`src/sv/lpts_pkg.sv`:
```
package lpts_pkg;

  // Positions a pattern word can hold, and the build-time cap on the width.
  localparam int PATTERN_SLOTS = 16;
  localparam int MAX_WIDTH     = 16;
  localparam int USE_MAX       = (MAX_WIDTH < PATTERN_SLOTS) ? MAX_WIDTH : PATTERN_SLOTS;

  localparam int WORD_W = 2 * PATTERN_SLOTS;
  localparam int POS_W  = $clog2(PATTERN_SLOTS);
  localparam int WID_W  = 5;

  localparam logic [WID_W-1:0] WIDTH_RESET = WID_W'(16);

  // Symbol codes; code 3 reads as vacant.
  localparam logic [1:0] SYM_N = 2'd0;
  localparam logic [1:0] SYM_R = 2'd1;
  localparam logic [1:0] SYM_L = 2'd2;

  // Link of one position: vacant, root, or mated to another position.
  typedef struct packed {
    logic             occ;
    logic             root;
    logic [POS_W-1:0] mate;
  } link_t;

  // Stack cell control, shared by the whole chain.
  typedef struct packed {
    logic clr;
    logic push;
    logic pop;
  } cell_ctl_t;

  // Scan result handed to the top level.
  typedef struct packed {
    logic              done;
    link_t             at_i;
    link_t             at_j;
    logic [WORD_W-1:0] clean;
  } scan_res_t;

  function automatic logic [WORD_W-1:0] set_sym(input logic [WORD_W-1:0] word,
                                                input logic [POS_W-1:0]  idx,
                                                input logic [1:0]        sym);
    logic [WORD_W-1:0] r;
    r = word;
    r[2*idx +: 2] = sym;
    return r;
  endfunction

  function automatic logic [1:0] get_sym(input logic [WORD_W-1:0] word,
                                         input logic [POS_W-1:0]  idx);
    return word[2*idx +: 2];
  endfunction

endpackage

```
`src/sv/lpts_cell.sv`:
```
// One entry of the bracket stack; shifts toward the top on pop, away on push.
module lpts_cell (
  input  logic                       clk,
  input  logic                       rst_n,
  input  lpts_pkg::cell_ctl_t        ctl,
  input  logic [lpts_pkg::POS_W-1:0] left_data,
  input  logic                       left_valid,
  input  logic [lpts_pkg::POS_W-1:0] right_data,
  input  logic                       right_valid,
  output logic [lpts_pkg::POS_W-1:0] data,
  output logic                       valid
);

  logic [lpts_pkg::POS_W-1:0] data_r;
  logic                       valid_r;

  always_ff @(posedge clk) begin
    if (!rst_n) begin
      valid_r <= 1'b0;
    end else begin
      priority if (ctl.clr) begin
        valid_r <= 1'b0;
      end else if (ctl.push) begin
        valid_r <= left_valid;
      end else if (ctl.pop) begin
        valid_r <= right_valid;
      end else begin
        valid_r <= valid_r;
      end
    end
  end

  always_ff @(posedge clk) begin
    priority if (ctl.push) begin
      data_r <= left_data;
    end else if (ctl.pop) begin
      data_r <= right_data;
    end else begin
      data_r <= data_r;
    end
  end

  assign data  = data_r;
  assign valid = valid_r;

endmodule

```
`src/sv/lpts_scan.sv`:
```
// Walks the word one position per cycle, matching brackets on the cell chain.
module lpts_scan (
  input  logic                       clk,
  input  logic                       rst_n,
  input  logic                       start,
  input  logic [lpts_pkg::WORD_W-1:0] pattern,
  input  logic [lpts_pkg::POS_W-1:0] pos,
  input  logic [lpts_pkg::WID_W-1:0] width,
  output lpts_pkg::scan_res_t        res
);

  localparam int D = lpts_pkg::USE_MAX;

  logic                          busy_r;
  logic                          done_r;
  logic [lpts_pkg::POS_W-1:0]    k_r;
  logic [lpts_pkg::WID_W-1:0]    w_r;
  logic [lpts_pkg::POS_W-1:0]    pos_r;
  logic [lpts_pkg::WORD_W-1:0]   pat_r;
  logic [lpts_pkg::WORD_W-1:0]   clean_r;
  logic [lpts_pkg::WORD_W-1:0]   clean_nxt;
  logic                          root_seen_r;
  logic                          root_seen_nxt;
  lpts_pkg::link_t               at_i_r;
  lpts_pkg::link_t               at_i_nxt;
  lpts_pkg::link_t               at_j_r;
  lpts_pkg::link_t               at_j_nxt;

  logic [lpts_pkg::POS_W-1:0]    cell_data [D];
  logic [D-1:0]                  valid_vec;
  lpts_pkg::cell_ctl_t           ctl;
  logic [1:0]                    sym;
  logic [lpts_pkg::POS_W-1:0]    top;
  logic [lpts_pkg::POS_W-1:0]    pos_j;
  logic                          k_last;

  assign sym    = pat_r[1:0];
  assign top    = cell_data[0];
  assign pos_j  = pos_r + lpts_pkg::POS_W'(1);
  assign k_last = ({1'b0, k_r} == (w_r - lpts_pkg::WID_W'(1)));

  assign ctl.clr  = start;
  assign ctl.push = busy_r && (sym == lpts_pkg::SYM_L);
  assign ctl.pop  = busy_r && (sym == lpts_pkg::SYM_R) && valid_vec[0];

  for (genvar j = 0; j < D; j++) begin : g_cell
    logic [lpts_pkg::POS_W-1:0] l_data;
    logic                       l_valid;
    logic [lpts_pkg::POS_W-1:0] r_data;
    logic                       r_valid;

    if (j == 0) begin : g_head
      assign l_data  = k_r;
      assign l_valid = 1'b1;
    end else begin : g_body
      assign l_data  = cell_data[j-1];
      assign l_valid = valid_vec[j-1];
    end

    if (j == D - 1) begin : g_tail
      assign r_data  = '0;
      assign r_valid = 1'b0;
    end else begin : g_link
      assign r_data  = cell_data[j+1];
      assign r_valid = valid_vec[j+1];
    end

    lpts_cell u_cell (
      .clk         (clk),
      .rst_n       (rst_n),
      .ctl         (ctl),
      .left_data   (l_data),
      .left_valid  (l_valid),
      .right_data  (r_data),
      .right_valid (r_valid),
      .data        (cell_data[j]),
      .valid       (valid_vec[j])
    );
  end

  // Closing a pair writes both ends; the first unmatched close is the root.
  always_comb begin
    clean_nxt     = clean_r;
    root_seen_nxt = root_seen_r;
    at_i_nxt      = at_i_r;
    at_j_nxt      = at_j_r;
    if (ctl.pop) begin
      clean_nxt = lpts_pkg::set_sym(lpts_pkg::set_sym(clean_r, top, lpts_pkg::SYM_L),
                                    k_r, lpts_pkg::SYM_R);
      if (top == pos_r) at_i_nxt = '{occ: 1'b1, root: 1'b0, mate: k_r};
      if (k_r == pos_r) at_i_nxt = '{occ: 1'b1, root: 1'b0, mate: top};
      if (top == pos_j) at_j_nxt = '{occ: 1'b1, root: 1'b0, mate: k_r};
      if (k_r == pos_j) at_j_nxt = '{occ: 1'b1, root: 1'b0, mate: top};
    end else if (busy_r && (sym == lpts_pkg::SYM_R) && !root_seen_r) begin
      root_seen_nxt = 1'b1;
      clean_nxt     = lpts_pkg::set_sym(clean_r, k_r, lpts_pkg::SYM_R);
      if (k_r == pos_r) at_i_nxt = '{occ: 1'b1, root: 1'b1, mate: '0};
      if (k_r == pos_j) at_j_nxt = '{occ: 1'b1, root: 1'b1, mate: '0};
    end
  end

  always_ff @(posedge clk) begin
    if (!rst_n) begin
      busy_r <= 1'b0;
      done_r <= 1'b0;
    end else begin
      done_r <= 1'b0;
      if (start) begin
        busy_r <= 1'b1;
      end else if (busy_r && k_last) begin
        busy_r <= 1'b0;
        done_r <= 1'b1;
      end
    end
  end

  always_ff @(posedge clk) begin
    if (start) begin
      k_r         <= '0;
      w_r         <= width;
      pos_r       <= pos;
      pat_r       <= pattern;
      clean_r     <= '0;
      root_seen_r <= 1'b0;
      at_i_r      <= '0;
      at_j_r      <= '0;
    end else if (busy_r) begin
      k_r         <= k_r + lpts_pkg::POS_W'(1);
      pat_r       <= pat_r >> 2;
      clean_r     <= clean_nxt;
      root_seen_r <= root_seen_nxt;
      at_i_r      <= at_i_nxt;
      at_j_r      <= at_j_nxt;
    end
  end

  assign res.done  = done_r;
  assign res.at_i  = at_i_r;
  assign res.at_j  = at_j_r;
  assign res.clean = clean_r;

  // Occupied stack cells always form a run from the top.
  a_stack_packed: assert property (@(posedge clk) disable iff (!rst_n)
    (valid_vec & (valid_vec + D'(1))) == '0)
    else $error("stack cells not contiguous");

  a_done_pulse: assert property (@(posedge clk) disable iff (!rst_n)
    done_r |=> !done_r)
    else $error("scan done held");

  a_one_root: assert property (@(posedge clk) disable iff (!rst_n)
    done_r |-> !(at_i_r.root && at_j_r.root))
    else $error("two roots found");

endmodule

```
`src/sv/link_pattern_tile_step.sv`:
```
// Items are taken one at a time: in_stall stays high from acceptance until the item's results
//   are emitted; the scan over the stack cell chain takes one position per cycle up to the width in use.
// An item gives two, one or no result beats.
// An item whose position is out of range is taken and gives no beat.
// Reset (rst_n low, synchronous): idle, no beat pending, word_width back to 16.
module link_pattern_tile_step (
  input  logic                        clk,
  input  logic                        rst_n,
  input  logic                        in_valid,
  output logic                        in_stall,
  input  logic [31:0]                 in_pattern,
  input  logic [3:0]                  in_position,
  output logic                        out_valid,
  input  logic                        out_stall,
  output logic [31:0]                 out_pattern_out,
  output logic                        out_last,
  input  logic                        cfg_valid,
  output logic                        cfg_ready,
  input  logic [4:0]                  cfg_word_width
);

  typedef enum logic [1:0] {ST_IDLE, ST_SCAN, ST_EMIT} state_t;

  state_t                        state_r;
  logic [lpts_pkg::WID_W-1:0]    word_width_r;
  logic [lpts_pkg::WID_W-1:0]    w_use;
  logic [lpts_pkg::POS_W-1:0]    pos_r;
  logic [lpts_pkg::WORD_W-1:0]   res0_r;
  logic [lpts_pkg::WORD_W-1:0]   res1_r;
  logic                          two_r;
  logic                          out_valid_r;
  logic [lpts_pkg::WORD_W-1:0]   out_pattern_out_r;
  logic                          out_last_r;

  logic                          in_acc;
  logic                          pos_ok;
  logic                          start;
  logic                          slot_free;
  lpts_pkg::scan_res_t           res;

  // Edit stage signals.
  logic [lpts_pkg::POS_W-1:0]    pi;
  logic [lpts_pkg::POS_W-1:0]    pj;
  logic [lpts_pkg::WORD_W-1:0]   s;
  logic [lpts_pkg::WORD_W-1:0]   t;
  logic [lpts_pkg::WORD_W-1:0]   r0;
  logic [lpts_pkg::WORD_W-1:0]   r1;
  logic                          two;
  logic                          none;

  // Width in use: clamp to [2, USE_MAX].
  always_comb begin
    w_use = word_width_r;
    if (w_use < lpts_pkg::WID_W'(2)) w_use = lpts_pkg::WID_W'(2);
    if (w_use > lpts_pkg::WID_W'(lpts_pkg::USE_MAX)) w_use = lpts_pkg::WID_W'(lpts_pkg::USE_MAX);
  end

  assign in_stall  = (state_r != ST_IDLE);
  assign in_acc    = in_valid && !in_stall;
  assign pos_ok    = (({1'b0, in_position} + lpts_pkg::WID_W'(1)) < w_use);
  assign start     = in_acc && pos_ok;
  assign slot_free = !out_valid_r || !out_stall;
  assign cfg_ready = 1'b1;

  lpts_scan u_scan (
    .clk     (clk),
    .rst_n   (rst_n),
    .start   (start),
    .pattern (in_pattern),
    .pos     (in_position),
    .width   (w_use),
    .res     (res)
  );

  // The clean word has unmatched opens and extra closes already vacated;
  // every result is this word with a few symbols overwritten.
  assign pi = pos_r;
  assign pj = pos_r + lpts_pkg::POS_W'(1);
  assign s  = res.clean;

  always_comb begin
    r0   = s;
    r1   = s;
    two  = 1'b1;
    none = 1'b0;
    t    = lpts_pkg::set_sym(lpts_pkg::set_sym(s, pi, lpts_pkg::SYM_N), pj, lpts_pkg::SYM_N);
    unique case ({res.at_i.occ, res.at_j.occ})
      2'b00: begin
        // both vacant: new pair opened at i, closed at i+1
        r1 = lpts_pkg::set_sym(lpts_pkg::set_sym(s, pi, lpts_pkg::SYM_L), pj, lpts_pkg::SYM_R);
      end
      2'b10: begin
        // symbol slides from i to i+1; its kind stays the same
        r1 = lpts_pkg::set_sym(lpts_pkg::set_sym(s, pi, lpts_pkg::SYM_N), pj,
                               lpts_pkg::get_sym(s, pi));
      end
      2'b01: begin
        // slides from i+1 to i, moved word goes first
        r0 = lpts_pkg::set_sym(lpts_pkg::set_sym(s, pj, lpts_pkg::SYM_N), pi,
                               lpts_pkg::get_sym(s, pj));
      end
      2'b11: begin
        two = 1'b0;
        if (!res.at_i.root && (res.at_i.mate == pj)) none = 1'b1;
        // partners joined; a root on either side passes to the other's partner
        priority if (res.at_i.root) begin
          r0 = lpts_pkg::set_sym(t, res.at_j.mate, lpts_pkg::SYM_R);
        end else if (res.at_j.root) begin
          r0 = lpts_pkg::set_sym(t, res.at_i.mate, lpts_pkg::SYM_R);
        end else if (res.at_i.mate < res.at_j.mate) begin
          r0 = lpts_pkg::set_sym(lpts_pkg::set_sym(t, res.at_i.mate, lpts_pkg::SYM_L),
                                 res.at_j.mate, lpts_pkg::SYM_R);
        end else begin
          r0 = lpts_pkg::set_sym(lpts_pkg::set_sym(t, res.at_i.mate, lpts_pkg::SYM_R),
                                 res.at_j.mate, lpts_pkg::SYM_L);
        end
      end
      default: begin
        r0 = s;
      end
    endcase
  end

  // Control FSM; results wait in res0_r/res1_r until the output register frees.
  always_ff @(posedge clk) begin
    if (!rst_n) begin
      state_r      <= ST_IDLE;
      word_width_r <= lpts_pkg::WIDTH_RESET;
      out_valid_r  <= 1'b0;
      two_r        <= 1'b0;
    end else begin
      if (cfg_valid && cfg_ready) word_width_r <= cfg_word_width;
      // in ST_EMIT the emit arm below owns out_valid_r
      if (out_valid_r && !out_stall && (state_r != ST_EMIT)) out_valid_r <= 1'b0;
      unique case (state_r)
        ST_IDLE: begin
          if (start) begin
            pos_r   <= in_position;
            state_r <= ST_SCAN;
          end
        end
        ST_SCAN: begin
          if (res.done) begin
            res0_r  <= r0;
            res1_r  <= r1;
            two_r   <= two;
            state_r <= none ? ST_IDLE : ST_EMIT;
          end
        end
        ST_EMIT: begin
          if (slot_free) begin
            out_valid_r       <= 1'b1;
            out_pattern_out_r <= res0_r;
            out_last_r        <= !two_r;
            if (two_r) begin
              res0_r <= res1_r;
              two_r  <= 1'b0;
            end else begin
              state_r <= ST_IDLE;
            end
          end
        end
        default: begin
          state_r <= ST_IDLE;
        end
      endcase
    end
  end

  assign out_valid       = out_valid_r;
  assign out_pattern_out = out_pattern_out_r;
  assign out_last        = out_last_r;

  // Scan completes only while the FSM is waiting for it.
  a_done_in_scan: assert property (@(posedge clk) disable iff (!rst_n)
    res.done |-> (state_r == ST_SCAN))
    else $error("scan done outside scan state");

  // A first beat taken means the second is still held for emission.
  a_first_then_more: assert property (@(posedge clk) disable iff (!rst_n)
    (out_valid && !out_stall && !out_last) |-> (state_r == ST_EMIT))
    else $error("non-last beat with nothing to follow");

  // A stalled out beat holds until taken.
  a_out_hold: assert property (@(posedge clk) disable iff (!rst_n)
    (out_valid && out_stall) |=>
      (out_valid && $stable(out_pattern_out) && $stable(out_last)))
    else $error("stalled out beat changed");

endmodule

```
`config.mk`:
```
export PLATFORM = sky130hd
export DESIGN_NAME = link_pattern_tile_step
export DESIGN_NICKNAME = d
export VERILOG_FILES = /design/src/sv/lpts_pkg.sv /design/src/sv/lpts_cell.sv /design/src/sv/lpts_scan.sv /design/src/sv/link_pattern_tile_step.sv
export SDC_FILE = /design/constraint.sdc
export NUM_CORES = 1
export LEC_CHECK = 0
export BUFFER_PORTS_ARGS = -buffer_cell sky130_fd_sc_hd__buf_2
export CAP_MARGIN = 20
export CORE_MARGIN = 8
export CORE_UTILIZATION = 31
export CTS_CLUSTER_SIZE = 40
export DETAILED_ROUTE_END_ITERATION = 12
export HOLD_SLACK_MARGIN = 0.1
export PLACE_DENSITY = 0.54
export SYNTH_ARGS = -nofsm -noshare
export SYNTH_HDL_FRONTEND = slang
export SYNTH_HIERARCHICAL = 1
export SYNTH_SLANG_ARGS = --single-unit
```
`constraint.sdc`:
```
create_clock -name clk -period 6.7 [get_ports clk]
set_input_delay 0.335 -clock clk [delete_from_list [all_inputs] [get_ports clk]]
set_output_delay 0.335 -clock clk [all_outputs]
set_load 0.05 [all_outputs]
```
======== Yosys cells after proc, flatten, opt, wreduce, memory -nomap -nowiden ========
Index checks and enable logic that the tools add are counted.
operators by class
  $add $sub $neg .......................... 11
  eq/ne operators ......................... 19
  reduce and logical (&&, ||, !) cells .... 40
  bitwise gates (word level) .............. 2
  $lt $le $gt $ge ......................... 4
  shift-type cells ........................ 20
  mux-type cells .......................... 122
operators with widths
  cell                        count
  $bwmux W32                  15
  $shiftx A2 B34 Y32 const A  10
  $mux W32                    10
  $neg A5 Y34                 6
  $shift A2 B34 Y32 const A   6
  $pmux W32 S2                3
  $mux W4                     32
  $shiftx A2 B34 Y32          2
  $shiftx A32 B6 Y2           2
  $mux W6                     10
  $mux W1                     43
  $eq A4 B4 Y1                5
  $reduce_bool A2 Y1          10
  $reduce_and A3 Y1           5
  $add A4 B1 Y4 const B       3
  $reduce_and A4 Y1           3
  $logic_and A1 B1 Y1         10
  $mux W2                     5
  $mux W5                     2
  $ne A2 B2 Y1 const B        5
  $eq A2 B2 Y1 const B        4
  $eq A2 B1 Y1 const B        3
  $logic_not A1 Y1            6
  $pmux W2 S3                 1
  15 further kinds            17
storage, ports and cells
  logic and storage cells ................. 273
  bits of input ports ..................... 46
  bits in registers ....................... 282

======== Logic depth before layout (Yosys ltp) ========
  depth in word-level cells ............... 12
  mapped depth ............................ 18

======== Cells and area by module ========
The synthesis kept the hierarchy.
by module, submodules not included
  module                  instances  cells an instance  area each (um2)
  link_pattern_tile_step  1          958                8588.2
  lpts_scan               1          399                4416.7
  lpts_cell               16         16                 261.5

======== Worst setup path after synthesis ========
No wires, ideal clock.
  path type ............................... input port to flip-flop
  start ................................... in in_position[0]
  end ..................................... reg u_scan/pat_r[10] (netlist name) (data pin)
  stages .................................. 9
  buffers on the path ..................... 2
  arrival ................................. 4.566 ns
  setup slack ............................. 1.874 ns
  cell sequence ........................... ha_1 -> ha_1 -> a21o_1 -> a21oi_1 -> o21ai_0 -> nor2_1 -> clkbuf_1 -> buf_1 -> mux2_2
between the ends
  longest elaborated chain between the ends .. 4
ends and longest elaborated chain
  item                  line                          RTL
  start, declared       link_pattern_tile_step.sv:12  input logic [3:0] in_position,
  $add A4 B1 Y5         link_pattern_tile_step.sv:60  assign pos_ok = (({1'b0, in_position} + lpts_pkg::WID_W'(1)) < w_use);
  $lt A5 B5 Y1          link_pattern_tile_step.sv:60
  $logic_and A1 B1 Y1   link_pattern_tile_step.sv:61  assign start = in_acc && pos_ok;
  net start             link_pattern_tile_step.sv:37  logic start;
  $mux W32              lpts_scan.sv:118              if (start) begin
  end signal, assigned  lpts_scan.sv:122              pat_r <= pattern;
  end signal, assigned  lpts_scan.sv:129              pat_r <= pat_r >> 2;
  end, declared         lpts_scan.sv:19               logic [lpts_pkg::WORD_W-1:0] pat_r;
The timed path passes the listed nets, and every way through them passes these cells.
A chain may end at the register's enable or synchronous reset.

======== Final worst setup path ========
  start ................................... reg pos_r (netlist bit pi[0])
  end ..................................... reg res0_r[4] (netlist name) (data pin)
between the ends
  longest elaborated chain between the ends .. 12
ends and longest elaborated chain
  item                                                 line                                          RTL
  start, declared                                      link_pattern_tile_step.sv:27                  logic [lpts_pkg::POS_W-1:0] pos_r;
  start signal, assigned                               link_pattern_tile_step.sv:138                 pos_r <= in_position;
  $add A4 B1 Y4 / $neg A5 Y34 (equally long branches)  link_pattern_tile_step.sv:78, lpts_pkg.sv:46
  $neg A5 Y34, or another cell as far along            lpts_pkg.sv:46                                r[2*idx +: 2] = sym;
  $shiftx A2 B34 Y32, or another cell as far along     lpts_pkg.sv:46
  $bwmux W32 (3 in series)                             lpts_pkg.sv:46
  $mux W32                                             link_pattern_tile_step.sv:110                 end else if (res.at_i.mate < res.at_j.mate) begin
  $mux W32                                             link_pattern_tile_step.sv:108                 end else if (res.at_j.root) begin
  $mux W32                                             link_pattern_tile_step.sv:106                 priority if (res.at_i.root) begin
  $pmux W32 S2 *                                       link_pattern_tile_step.sv:87                  unique case ({res.at_i.occ, res.at_j.occ})
  $mux W32 *                                           link_pattern_tile_step.sv:143                 if (res.done) begin
  $pmux W32 S2 *                                       link_pattern_tile_step.sv:135                 unique case (state_r)
  end signal, assigned                                 link_pattern_tile_step.sv:144                 res0_r <= r0;
  end signal, assigned                                 link_pattern_tile_step.sv:156                 res0_r <= res1_r;
  end, declared                                        link_pattern_tile_step.sv:28                  logic [lpts_pkg::WORD_W-1:0] res0_r;
Every way passes the cells marked *; elsewhere a longest branch is shown, timed or not. The select of a mux whose other input is x is not followed.

==> impl_metrics.csv <==
group,metric,value,unit
outcome,outcome,"completed",
clock_network,clk_path_buf_depth,3,
synthesis,netlist_instances,1613,
synthesis,synth_edf_count,206,
worst_setup_path,cp_cell_sequence,"buf_4 > inv_1 > ha_1 > nand2b_1 > nor2_1 > ha_1 > inv_1 > nor2_1 > nand2_1 > and2_1 > o21ai_0 > a31oi_1 > o32a_1",
synthesis,yosys_most_used_dff,"edfxtp_1",
worst_setup_path,path_delay_family,"simple AND/OR/NAND/NOR gates",
floorplan,die_area,0.0632,mm²
global_route,antenna_found_initial,0,
clock_network,h-tree-depth,2,
worst_setup_path,cp.arrival,5.06,ns
synthesis,yosysWarnings,6,
sta,final-hold-violation-count,0,
synthesis,yosys.area.top_type_share,0.360,
sta,rsz0062_at_grt,"false",
power_and_ir_drop,power.density,239,mW/mm²
placed_design,portBuffers,80,
min_path,hp-class,"primary input to flip-flop",
global_route,use_met3,0.0288,
drt,wl_per_cell,22.5,µm
synthesis,ys_ff_latch,282,
layout,diodes,0,
drt,drtAntennaViolNets,0,
drt,vias,13769,
worst_setup_path,path_max_fanout,33,
placed_design,dp_hpwl,38500,µm
synthesis,seq_area_frac_synth,0.448,
sta,finalSetupTns,0,ns
synthesis,synth.avg_cell_area,10.7,µm²
clock_network,clock-sinks,282,
clock_network,ctsRootBufferMaster,"clkbuf_16",
global_route,grt_usage,0.169,
synthesis,async_flop_share,0,
drt,drc,0,
sta,finClkSkew,0.0177,ns
drt,wl,55600,µm
worst_setup_path,cp-start-kind,"flip-flop",
layout,fillCellCount,5443,
global_route,grt_overflow,0,
power_and_ir_drop,finalPower,4.72,mW
clock_network,clk_pin_slew,0.05,ns
sta,period_needed,4.75,ns
global_route,grt_pass1_vias,13319,
worst_setup_path,cp_num_buf_inv,3,
placed_design,gp_congestion,0.990,
global_route,grt_pass1_wl,83200,µm
power_and_ir_drop,power.leakage,6.59,nW
flow_run,drv_cap,0,
synthesis,syn_area,0.0172,mm²
global_route,grt_max_degree,71,
sta,max_freq,210,MHz
worst_setup_path,end_kind,"flip-flop",
floorplan,initial_utilization,0.313,
synthesis,ys_top_cells_by_area,"edfxtp_1, dfxtp_1, mux2_2",
worst_setup_path,critPathRequiredTime,7.01,ns
sta,slew_headroom,0.217,
sta,slew_viol_final,0,
sta,worst_pin_slew,1.17,ns
floorplan,die_x,251,µm
floorplan,rows,86,
layout,layout-drive-gt1-share,0.189,
power_and_ir_drop,vdd_drop_max,0.000166,V
clock_network,insertion_delay,0.57,ns
layout,final_nets,1777,
floorplan,die_y,251,µm
floorplan,io_pins,82,
sta,period_share,0.709,
floorplan,core,0.0550,mm²
sta,setup_viol,0,
global_route,grt_most_used_layer,"met2",
clock_network,cts_tree,"built",
global_route,use_met2,0.277,
synthesis,synthDistinctLibCells,97,
worst_setup_path,crit_path_top_delay_cell,"ha_1",
drt,viasPerCell,5.57,
layout,area_growth,14.9,%
worst_setup_path,critical-path-max-stage-delay,0.81,ns
global_route,gr-usage-met1,0.216,
drt,dr.pass1.iters,6,
drt,drt_iter0_drc,1471,
clock_network,numCtsBuffers,36,
synthesis,yosys.area.top_type,"edfxtp_1",
clock_network,cts_resized,0,
worst_setup_path,critical_path_class,"flip-flop to flip-flop",
layout make-up:
cell class,instances,area [µm²],area share
multi-input combinational,1158,8660,0.439
sequential,282,7710,0.390
clock inverter,24,254,0.0129
inverter,75,282,0.0143
timing repair buffer,142,981,0.0497
tap,748,936,0.0474
clock buffer,42,923,0.0468
synthesized netlist by cell type (8+ instances only):
cell         n
nor3_1      40
nor2b_4     16
ha_1        36
nand2b_1    26
o22a_1       8
nand3b_1     9
mux2i_1     35
buf_4       10
mux2_1      18
o21ai_0     63
and2_1      12
a22oi_1     10
o22ai_1      9
dfxtp_1     76
nor2_1     107
nand4_1      8
edfxtp_1   206
a21oi_1     97
a211oi_1    14
inv_1       73
o21a_1       9
a21o_1      12
buf_6       20
mux2_2      79
o32a_1      12
a31oi_1     32
or2_1       18
nor2b_1     21
xnor2_1     15
o211ai_1    14
o221ai_1    15
clkbuf_1    57
mux4_2      17
buf_2        9
or2_2       12
nor4_1      11
and3_1      20
nand3_1     58
xor2_1      16
a311oi_1    11
nand2_1    134
a221o_1      8
a2111oi_4   18
tightest hold or removal path: cells and delay by family:
family,cells,cell delay [ns]
buf+inv,1,0.09
simple gates,1,0.10
compound gates,1,0.10
registers in the layout, indices dropped and copies added (netlist names), 12 cells and up:
signal                      count
u_scan/g_cell.u_cell/valid     16
res0_r                         32
out_pattern_out                32
res1_r                         32
u_scan/clean_r                 32
u_scan/pat_r                   32
u_scan/g_cell.u_cell/data      64
u_scan/res                     12
where the power goes:
part,switching (mW),internal [mW]
registers,0.0904,1.98
clock network,0.803,1.12
logic,0.449,0.275
total,1.34,3.37
metal layers:
layer,up-vias,part of all wire,routed length (µm)
met1,6736,0.41,22700
met4,0,0.046,2570
met2,626,0.47,26100
met3,150,0.076,4210
met5,-,0,0
li1,6257,-,-
through the flow:
stage / util / std cells / worst slack, ns / area [µm²] / hold WS (ns)
2_1_floorplan: - / 1617 / 1.87 / 17200 / 0.400
5_1_grt: 0.359 / 2471 / 1.63 / 19700 / 0.121
4_1_cts: 0.359 / 2469 / 1.99 / 19700 / 0.114
3_5_place_dp: 0.330 / 2361 / 2.01 / 18100 / 0.405
6_report: 0.359 / 2471 / 1.95 / 19700 / 0.133
3_3_place_gp: 0.329 / 2360 / 2.21 / 18100 / 0.402
cells in the final DEF (no fill, tap or decap), types with 17 or more instances in the layout:
| cell | netlist | routed |
|---|---|---|
| and3_1 | 20 | 19 |
| edfxtp_1 | 206 | 206 |
| nand2b_1 | 26 | 25 |
| dfxtp_1 | 76 | 75 |
| dlygate4sd3_1 | 0 | 42 |
| clkbuf_16 | 0 | 36 |
| buf_4 | 10 | 18 |
| a31oi_1 | 32 | 32 |
| a21oi_1 | 97 | 97 |
| buf_2 | 9 | 81 |
| nor2b_1 | 21 | 21 |
| mux2_1 | 18 | 18 |
| or2_1 | 18 | 18 |
| mux2_2 | 79 | 79 |
| a2111oi_4 | 18 | 18 |
| mux2i_1 | 35 | 35 |
| ha_1 | 36 | 36 |
| mux4_2 | 17 | 17 |
| nor3_1 | 40 | 40 |
| inv_1 | 73 | 73 |
| nor2_1 | 107 | 103 |
| nand3_1 | 58 | 58 |
| o21ai_0 | 63 | 63 |
| nand2_1 | 134 | 134 |
repair_timing:
action | in CTS | in global routing
setup endpoints to repair | 0 | 0
hold buffers | 42 | 0
setup buffers | 0 | 0
endpoints found under the hold margin | 44 | 0
worst paths after layout:
path | to | cells past startpoint | startpoint | slack, ns
worst max-delay path | res0_r[4] | 13 | pi[0] | 1.95
worst min-delay path | out_valid | 3 | out_stall | 0.13
worst max register to register | res0_r[4] | 13 | pi[0] | 1.95
worst min register to register | out_pattern_out[16] | 0 | res0_r[16] | 0.42
logic make-up after synthesis:
kind of cell / share of synthesized area
muxes: 0.106
DFF: 0.448
adders and majority gates: 0.0262
xor gates and xnor gates: 0.0219
AOI/OAI and AO/OA: 0.186
other: 0.000655
buffers and inverters: 0.0502
and+or+nand+nor: 0.161
Note: power is estimated with default switching activity, not from simulation.
